==> config.mk <==
export PLATFORM = sky130hd
export DESIGN_NAME = encoder_switch_beeper_controller_top_flat
export DESIGN_NICKNAME = d
export VERILOG_FILES = /design/src/rtl/core/esbc_pkg.sv /design/src/rtl/core/esbc_in_if.sv /design/src/rtl/core/esbc_out_if.sv /design/src/rtl/core/esbc_cfg.sv /design/src/rtl/core/esbc_engine.sv /design/src/rtl/core/encoder_switch_beeper_controller_top.sv /design/src/flat_wrapper.sv
export SDC_FILE = /design/constraint.sdc
export NUM_CORES = 1
export LEC_CHECK = 0
export BUFFER_PORTS_ARGS = -buffer_cell sky130_fd_sc_hd__buf_2
export CORE_AREA = 2 2 125 127
export CTS_BUF_LIST = sky130_fd_sc_hd__clkbuf_16
export CTS_CLUSTER_SIZE = 30
export DETAILED_ROUTE_END_ITERATION = 10
export DIE_AREA = 0 0 127 129
export PLACE_DENSITY = 0.69
export SLEW_MARGIN = 20
export SYNTH_ARGS = -nofsm -noshare
export SYNTH_HDL_FRONTEND = slang
export SYNTH_HIERARCHICAL = 1
export SYNTH_SLANG_ARGS = --single-unit
==> constraint.sdc <==
create_clock -name clk -period 2.35 [get_ports clk]
set_input_delay 0.47 -clock clk [delete_from_list [all_inputs] [get_ports clk]]
set_output_delay 0.47 -clock clk [all_outputs]
set_load 0.01 [all_outputs]
==> src/rtl/core/esbc_pkg.sv <==
package esbc_pkg;

  localparam int KIND_W   = 3;
  localparam int BEEP_W   = 2;
  localparam int EVENT_W  = 3;
  localparam int TONE_W   = 2;
  localparam int UNIT_W   = 10;
  localparam int HOLD_W   = 16;
  localparam int LOCK_W   = 16;
  localparam int COUNT_W  = 14;
  localparam int CFG_IDX_W  = 2;
  localparam int CFG_DATA_W = 16;

  typedef enum logic [KIND_W-1:0] {
    KIND_TICK  = 3'd0,
    KIND_ENC   = 3'd1,
    KIND_SW    = 3'd2,
    KIND_BEEP  = 3'd3,
    KIND_MENU  = 3'd4
  } kind_t;

  typedef enum logic [BEEP_W-1:0] {
    BEEP_NONE  = 2'd0,
    BEEP_SHORT = 2'd1,
    BEEP_ENTER = 2'd2,
    BEEP_BACK  = 2'd3
  } beep_t;

  typedef enum logic [1:0] {
    MODE_SHORT = 2'd0,
    MODE_ENTER = 2'd1,
    MODE_BACK  = 2'd2
  } mode_t;

  typedef enum logic [EVENT_W-1:0] {
    EV_NONE  = 3'd0,
    EV_INC   = 3'd1,
    EV_DEC   = 3'd2,
    EV_CLICK = 3'd3,
    EV_BACK  = 3'd4
  } event_t;

  typedef enum logic [TONE_W-1:0] {
    TONE_0 = 2'd0,
    TONE_1 = 2'd1,
    TONE_2 = 2'd2
  } tone_t;

  typedef enum logic [CFG_IDX_W-1:0] {
    REG_BEEP_UNIT = 2'd0,
    REG_HOLD      = 2'd1,
    REG_LOCKOUT   = 2'd2
  } reg_idx_t;

  typedef struct packed {
    kind_t             kind;
    logic              enc_a;
    logic              enc_b;
    logic              switch_level;
    logic [BEEP_W-1:0] beep_type;
  } item_t;

  typedef struct packed {
    event_t            event_code;
    logic              buzzer_on;
    logic [TONE_W-1:0] tone_select;
  } result_t;

  typedef struct packed {
    logic [COUNT_W-1:0] unit_x1;
    logic [COUNT_W-1:0] unit_x3;
    logic [COUNT_W-1:0] unit_x6;
    logic [COUNT_W-1:0] unit_x8;
    logic [HOLD_W-1:0]  hold_ticks;
    logic [LOCK_W-1:0]  lockout_ticks;
  } cfg_t;

endpackage

==> src/rtl/core/esbc_in_if.sv <==
interface esbc_in_if;
  import esbc_pkg::*;

  logic              valid;
  logic              ready;
  logic [KIND_W-1:0] kind;
  logic              enc_a;
  logic              enc_b;
  logic              switch_level;
  logic [BEEP_W-1:0] beep_type;

  modport source (output valid, kind, enc_a, enc_b, switch_level, beep_type, input ready);
  modport sink   (input valid, kind, enc_a, enc_b, switch_level, beep_type, output ready);
endinterface

==> src/rtl/core/esbc_out_if.sv <==
interface esbc_out_if;
  import esbc_pkg::*;

  logic               valid;
  logic               ready;
  logic [EVENT_W-1:0] event_code;
  logic               buzzer_on;
  logic [TONE_W-1:0]  tone_select;

  modport source (output valid, event_code, buzzer_on, tone_select, input ready);
  modport sink   (input valid, event_code, buzzer_on, tone_select, output ready);
endinterface

==> src/rtl/core/esbc_cfg.sv <==
module esbc_cfg (
  input  logic                             clk,
  input  logic                             rst,
  input  logic                             cfg_we,
  input  logic [esbc_pkg::CFG_IDX_W-1:0]  cfg_index,
  input  logic [esbc_pkg::CFG_DATA_W-1:0] cfg_data,
  output esbc_pkg::cfg_t                   cfg
);
  import esbc_pkg::*;

  logic [COUNT_W-1:0] unit_w;

  assign unit_w = COUNT_W'(cfg_data[UNIT_W-1:0]);

  always_ff @(posedge clk) begin
    if (rst) begin
      cfg.unit_x1       <= COUNT_W'(1);
      cfg.unit_x3       <= COUNT_W'(3);
      cfg.unit_x6       <= COUNT_W'(6);
      cfg.unit_x8       <= COUNT_W'(8);
      cfg.hold_ticks    <= HOLD_W'(1);
      cfg.lockout_ticks <= LOCK_W'(1);
    end else if (cfg_we) begin
      unique case (reg_idx_t'(cfg_index))
        REG_BEEP_UNIT: begin
          cfg.unit_x1 <= unit_w;
          cfg.unit_x3 <= unit_w + (unit_w << 1);
          cfg.unit_x6 <= (unit_w << 2) + (unit_w << 1);
          cfg.unit_x8 <= unit_w << 3;
        end
        REG_HOLD:    cfg.hold_ticks    <= cfg_data[HOLD_W-1:0];
        REG_LOCKOUT: cfg.lockout_ticks <= cfg_data[LOCK_W-1:0];
        default: ;
      endcase
    end
  end
endmodule

==> src/rtl/core/esbc_engine.sv <==
module esbc_engine (
  input  logic              clk,
  input  logic              rst,
  input  logic              fire,
  input  esbc_pkg::item_t   item,
  input  esbc_pkg::cfg_t    cfg,
  output esbc_pkg::result_t res
);
  import esbc_pkg::*;

  logic [COUNT_W-1:0] beep_count, beep_count_next;
  mode_t              beep_mode, beep_mode_next;
  tone_t              tone_reg, tone_reg_next;
  logic [HOLD_W-1:0]  hold_count, hold_count_next;
  logic [LOCK_W-1:0]  lockout_count, lockout_count_next;
  event_t             ev;
  logic               buz;

  always_comb begin
    beep_count_next    = beep_count;
    beep_mode_next     = beep_mode;
    tone_reg_next      = tone_reg;
    hold_count_next    = hold_count;
    lockout_count_next = lockout_count;
    ev                 = EV_NONE;
    buz                = 1'b0;
    unique case (item.kind)
      KIND_TICK: begin
        if (beep_count != '0) begin
          buz = 1'b1;
          unique case (beep_mode)
            MODE_ENTER: begin
              if (beep_count == cfg.unit_x8) tone_reg_next = TONE_0;
              if (beep_count == cfg.unit_x6) tone_reg_next = TONE_1;
            end
            MODE_BACK: begin
              if (beep_count == cfg.unit_x6) tone_reg_next = TONE_0;
              if (beep_count == cfg.unit_x3) tone_reg_next = TONE_2;
            end
            default: tone_reg_next = TONE_0;
          endcase
          beep_count_next = beep_count - COUNT_W'(1);
        end
        if (hold_count != '0) begin
          if (hold_count == HOLD_W'(1)) begin
            beep_mode_next  = MODE_BACK;
            beep_count_next = cfg.unit_x6;
            ev              = EV_BACK;
          end
          hold_count_next = hold_count - HOLD_W'(1);
        end
        if (lockout_count != '0) lockout_count_next = lockout_count - LOCK_W'(1);
      end
      KIND_ENC: begin
        if (lockout_count == '0) begin
          beep_mode_next  = MODE_SHORT;
          beep_count_next = cfg.unit_x1;
          ev              = (item.enc_a == item.enc_b) ? EV_DEC : EV_INC;
        end
      end
      KIND_SW: begin
        if (lockout_count == '0) begin
          if (item.switch_level) begin
            hold_count_next = cfg.hold_ticks;
          end else begin
            beep_mode_next     = MODE_ENTER;
            beep_count_next    = cfg.unit_x8;
            lockout_count_next = cfg.lockout_ticks >> 1;
            if (hold_count != '0) begin
              hold_count_next = '0;
              ev              = EV_CLICK;
            end
          end
        end
      end
      KIND_BEEP: begin
        unique case (beep_t'(item.beep_type))
          BEEP_SHORT: begin
            beep_mode_next  = MODE_SHORT;
            beep_count_next = cfg.unit_x1;
          end
          BEEP_ENTER: begin
            beep_mode_next  = MODE_ENTER;
            beep_count_next = cfg.unit_x8;
          end
          BEEP_BACK: begin
            beep_mode_next  = MODE_BACK;
            beep_count_next = cfg.unit_x6;
          end
          default: ;
        endcase
      end
      KIND_MENU: lockout_count_next = cfg.lockout_ticks;
      default: ;
    endcase
  end

  always_ff @(posedge clk) begin
    if (rst) begin
      beep_count    <= '0;
      beep_mode     <= MODE_SHORT;
      tone_reg      <= TONE_0;
      hold_count    <= '0;
      lockout_count <= '0;
    end else if (fire) begin
      beep_count    <= beep_count_next;
      beep_mode     <= beep_mode_next;
      tone_reg      <= tone_reg_next;
      hold_count    <= hold_count_next;
      lockout_count <= lockout_count_next;
    end
  end

  assign res.event_code  = ev;
  assign res.buzzer_on   = buz;
  assign res.tone_select = tone_reg_next;
endmodule

==> src/rtl/core/encoder_switch_beeper_controller_top.sv <==
// A word accepted into the input register has its result registered in the result register when the engine fires.
// Throughput: one word per cycle while result words are taken, set by the single input register and result register.
// A result word that waits holds the engine; the input register takes one more word if it is empty, then
// ready drops until the result word is taken.
// Reset (rst, synchronous, active high): clears both stage valids and all counters and
// sets the beep unit, hold and lockout configuration values to one.
module encoder_switch_beeper_controller_top (
  input  logic                             clk,
  input  logic                             rst,
  input  logic                             cfg_we,
  input  logic [esbc_pkg::CFG_IDX_W-1:0]  cfg_index,
  input  logic [esbc_pkg::CFG_DATA_W-1:0] cfg_data,
  esbc_in_if.sink                          in_ch,
  esbc_out_if.source                       out_ch
);
  import esbc_pkg::*;

  cfg_t    cfg;
  item_t   in_q;
  logic    in_vld;
  result_t res;
  result_t out_q;
  logic    out_vld;
  logic    move;

  assign move        = in_vld && (!out_vld || out_ch.ready);
  assign in_ch.ready = !in_vld || move;

  esbc_cfg u_cfg (
    .clk       (clk),
    .rst       (rst),
    .cfg_we    (cfg_we),
    .cfg_index (cfg_index),
    .cfg_data  (cfg_data),
    .cfg       (cfg)
  );

  esbc_engine u_engine (
    .clk  (clk),
    .rst  (rst),
    .fire (move),
    .item (in_q),
    .cfg  (cfg),
    .res  (res)
  );

  always_ff @(posedge clk) begin
    if (rst) begin
      in_vld  <= 1'b0;
      out_vld <= 1'b0;
    end else begin
      if (in_ch.ready) in_vld <= in_ch.valid;
      if (move) begin
        out_vld <= 1'b1;
      end else if (out_ch.ready) begin
        out_vld <= 1'b0;
      end
    end
  end

  always_ff @(posedge clk) begin
    if (in_ch.valid && in_ch.ready) begin
      in_q.kind         <= kind_t'(in_ch.kind);
      in_q.enc_a        <= in_ch.enc_a;
      in_q.enc_b        <= in_ch.enc_b;
      in_q.switch_level <= in_ch.switch_level;
      in_q.beep_type    <= in_ch.beep_type;
    end
    if (move) out_q <= res;
  end

  assign out_ch.valid       = out_vld;
  assign out_ch.event_code  = out_q.event_code;
  assign out_ch.buzzer_on   = out_q.buzzer_on;
  assign out_ch.tone_select = out_q.tone_select;
endmodule

==> src/flat_wrapper.sv <==
// flat-port wrapper written by rule: the top's interface ports become plain ports
module encoder_switch_beeper_controller_top_flat import esbc_pkg::*;
  (clk, rst, cfg_we, cfg_index, cfg_data, in_ch_valid, in_ch_kind, in_ch_enc_a, in_ch_enc_b, in_ch_switch_level, in_ch_beep_type, in_ch_ready, out_ch_valid, out_ch_event_code, out_ch_buzzer_on, out_ch_tone_select, out_ch_ready);
  esbc_in_if in_ch_i ();
  esbc_out_if out_ch_i ();
  input  logic clk;
  input  logic rst;
  input  logic cfg_we;
  input  logic [esbc_pkg::CFG_IDX_W-1:0] cfg_index;
  input  logic [esbc_pkg::CFG_DATA_W-1:0] cfg_data;
  input wire logic [$bits(in_ch_i.valid)-1:0] in_ch_valid;
  input wire logic [$bits(in_ch_i.kind)-1:0] in_ch_kind;
  input wire logic [$bits(in_ch_i.enc_a)-1:0] in_ch_enc_a;
  input wire logic [$bits(in_ch_i.enc_b)-1:0] in_ch_enc_b;
  input wire logic [$bits(in_ch_i.switch_level)-1:0] in_ch_switch_level;
  input wire logic [$bits(in_ch_i.beep_type)-1:0] in_ch_beep_type;
  output wire logic [$bits(in_ch_i.ready)-1:0] in_ch_ready;
  output wire logic [$bits(out_ch_i.valid)-1:0] out_ch_valid;
  output wire logic [$bits(out_ch_i.event_code)-1:0] out_ch_event_code;
  output wire logic [$bits(out_ch_i.buzzer_on)-1:0] out_ch_buzzer_on;
  output wire logic [$bits(out_ch_i.tone_select)-1:0] out_ch_tone_select;
  input wire logic [$bits(out_ch_i.ready)-1:0] out_ch_ready;
  assign in_ch_i.valid = in_ch_valid;
  assign in_ch_i.kind = in_ch_kind;
  assign in_ch_i.enc_a = in_ch_enc_a;
  assign in_ch_i.enc_b = in_ch_enc_b;
  assign in_ch_i.switch_level = in_ch_switch_level;
  assign in_ch_i.beep_type = in_ch_beep_type;
  assign in_ch_ready = in_ch_i.ready;
  assign out_ch_valid = out_ch_i.valid;
  assign out_ch_event_code = out_ch_i.event_code;
  assign out_ch_buzzer_on = out_ch_i.buzzer_on;
  assign out_ch_tone_select = out_ch_i.tone_select;
  assign out_ch_i.ready = out_ch_ready;
  encoder_switch_beeper_controller_top u_core (.clk(clk), .rst(rst), .cfg_we(cfg_we), .cfg_index(cfg_index), .cfg_data(cfg_data), .in_ch(in_ch_i), .out_ch(out_ch_i));
endmodule
==> impl_metrics.yaml <==
final_layout:
  reg_top3: "u_core/u_cfg/cfg x53, u_core/u_engine/hold_count x16, u_core/u_engine/lockout_count x16"
  layout.nets: 1038
  drive_gt1_share_pct: 17.40
  largest_register: "u_core/u_cfg/cfg"
  fillers: 1357
  seq_area_um2: 2522
  diodes: 0
  multi_input_area_um2: 4348
  largest_reg_flops: 53
  area_growth_pct: 15.46
timing:
  worst_slew_pin_slew_ns: 0.7051
  relSlewSlack_pct: 52.85
  finalSetupViolations: 0
  slew_violations: 0
  hold_slack_ns: 0.2299
  finalWorstSetupSlack_ns: 0.06695
  period_share_pct: 97.15
  period_minus_slack_ns: 2.283
  rsz0062_at_grt: "true"
  fmax_ghz: 0.4380
  final_hold_viol_count: 0
  skew_ns: 0.01027
worst_setup_path:
  required_ns: 2.63
  arrival_ns: 2.56
  path_common_cell: "buf_4"
  cpPeakStageDelay_ns: 0.63
  slowest_stage: "edfxtp_1"
  cp_cell_sequence: "clkinv_1 -> buf_4 -> nand2_1 -> nor2_1 -> o21bai_1 -> buf_4 -> a222oi_1 -> a31oi_1"
  rr_worst_depth: 8
  cp_max_fo: 10
  end_kind: "flop"
  startpoint_type: "flop"
  rrSetupSlack_ns: 0.07
  rr_startpoint: "u_core/in_q[7]"
  critPathKind: "reg2reg"
  rr_endpoint: "u_core/u_engine/beep_count[1]"
grt:
  grtUsageMet2_pct: 41.21
  use_met1_pct: 34.34
  track_usage_pct: 25.29
  grt_pass1_vias: 6315
  grt_max_degree: 56
  grt_antenna_before_repair: 0
  grt_pass1_wl_mm: 32.93
  overflow: 0
  grt_use_met3_pct: 4.740
  grt-busiest-layer: "met2"
worst_hold_path:
  min_from: "in_ch_beep_type[1]"
  hold-path-cell-count: 1
  worstHoldEndpoint: "u_core/in_q[1]"
  hp-class: "in2reg"
synthesis:
  syn_inst: 946
  synth_commonest_cells: "146 x nand2_1, 106 x a21oi_1, 105 x dfxtp_1"
  synth_top_area_share_pct: 28.35
  ys.flop_type: "dfxtp_1"
  synth_cell_type_count: 78
  synth_edf_count: 14
  syn_avg_cell_area_um2: 7.837
  yosysTopAreaCell: "dfxtp_1"
  seq_area_frac_synth_pct: 34.03
  synth_most_common_cell: "nand2_1"
  synth.area.top_cells: "dfxtp_1 28%, nand2_1 7.4%, a21oi_1 7.2%"
  synth-warning-count: 6
  synthArstFlopShare_pct: 0
  syn_area_um2: 7413
  synth-seq-cells: 119
clock_tree:
  cts_root_buffer: "clkbuf_16"
  cts.sinks: 119
  cts_hold_buf: 0
  cts_tree: "yes"
  numCtsBuffers: 17
  insertion_delay_ns: 0.42
  htree_levels: 4
  clkSlewWorstSetupHoldPaths_ns: 0.06
  cts.path.max_buffers: 2
route:
  ant_nets: 0
  drcViolationCount: 0
  drt-initial-drc-count: 681
  wl_per_cell_um: 17.33
  viasPerCell: 5.965
  routed_wl_mm: 20.59
  vias: 7086
  drtPass1Iterations: 8
placement:
  preCtsSetupSlack_ns: -0.05307
  io_buffers: 38
  place.gp.congestion: 0.9269
  dp_hpwl_mm: 14.73
die:
  num_io_pins: 39
  die_y_um: 129
  std_cell_rows: 45
  start_util_pct: 49.50
  core_area_um2: 14980
  chipWidth_um: 127
  die_area_um2: 16380
flow_run:
  max_cap_viol_count: 0
pwr:
  p_per_area_nw_per_um2: 717.7
  leakagePower_uw: 0.003440
  vdd_drop_max_uv: 477.5
status:
  outcome: "finished, final reports clean"
routing by layer:
metal  vias to the layer above  part of all wire [%]
met3                        32                   7.7
li1                       3450                     -
met4                         0                   2.0
met2                       298                    46
met5                         -                     0
met1                      3306                    44
area by class of cell:
| type | instances | area share (%) |
|---|---|---|
| clock buffers | 18 | 5.262 |
| clock inverters | 14 | 1.666 |
| inverters | 24 | 1.052 |
| multi-input cells | 713 | 50.80 |
| flip-flops and latches | 119 | 29.47 |
| well taps | 188 | 2.748 |
| repair buffers | 112 | 9.005 |
worst max path at each step:
stage | startpoint | to | slack (ns) | cells past startpoint
after floorplan | out_ch_ready | u_core/u_engine/lockout_count[11] | 0.01 | 9
after global placement | out_ch_ready | u_core/u_engine/lockout_count[3] | -0.02 | 10
after detailed placement | out_ch_ready | u_core/u_engine/lockout_count[15] | -0.05 | 10
after CTS | u_core/u_engine/lockout_count[0] | u_core/u_engine/lockout_count[12] | 0.006 | 10
after global routing | u_core/u_engine/lockout_count[1] | u_core/u_engine/hold_count[8] | -0.01 | 10
final | u_core/in_q[7] | u_core/u_engine/beep_count[1] | 0.07 | 8
cells by family after synthesis:
logic type	count (synthesis)	share of synthesized area [%]
buffers and inverters	125	8.304
adders and majority gates	20	3.477
DFF	119	34.03
xor gates and xnor gates	52	6.143
and+or+nand+nor	349	23.44
muxes	4	0.5570
other	1	0.05058
AOI/OAI and AO/OA	276	24.00
report_power, final:
part	total, µW	internal (µW)	switching (µW)
Sequential	2250	2140	107
Combinational	1300	571	732
Clock	2590	1620	968
Total	6140	4340	1810
stage by stage:
stage / utilization [%] / TNS [ns] / instances / instance area, µm² / power (µW)
after floorplan: - / 0 / 957 / 7462 / 3153
final: 57.15 / 0 / 1188 / 8559 / 6143
after global routing: 57.15 / -0.01048 / 1188 / 8559 / 6423
after detailed placement: 52.97 / -0.3069 / 1155 / 7934 / 3545
after global placement: 52.97 / -0.02621 / 1155 / 7934 / 3537
after CTS: 56.96 / 0 / 1187 / 8531 / 6154
what timing repair did:
item	CTS	global route
pin swaps	0	1
endpoints found under the setup margin	1	29
buffers inserted	0	1
resized for setup	1	7
cell usage in the layout, fill, tap and decap left out, drive strengths merged, types with 5 or more instances in the layout:
| cell type | count |
|---|---|
| a211o | 6 |
| a211oi | 8 |
| a21oi | 108 |
| a222oi | 12 |
| a22o | 9 |
| a22oi | 9 |
| a31oi | 17 |
| a32o | 5 |
| and2 | 6 |
| buf | 112 |
| clkbuf | 18 |
| conb | 12 |
| dfxtp | 105 |
| edfxtp | 14 |
| ha | 19 |
| inv | 29 |
| nand2 | 146 |
| nand2b | 12 |
| nand3 | 22 |
| nand3b | 9 |
| nand4 | 10 |
| nor2 | 59 |
| nor2b | 7 |
| nor3 | 16 |
| nor3b | 10 |
| nor4 | 21 |
| o211ai | 9 |
| o21ai | 54 |
| or3 | 5 |
| or4 | 5 |
| xnor2 | 17 |
| xor2 | 35 |
worst max-delay path, delay by kind of cell, from the launching register on:
| kind | cells | cell delay, ns |
|---|---|---|
| compound gates | 3 | 0.72 |
| flops | 1 | 0.63 |
| simple gates | 2 | 0.24 |
| buf+inv | 3 | 0.56 |
(Power assumes the default switching activity.)
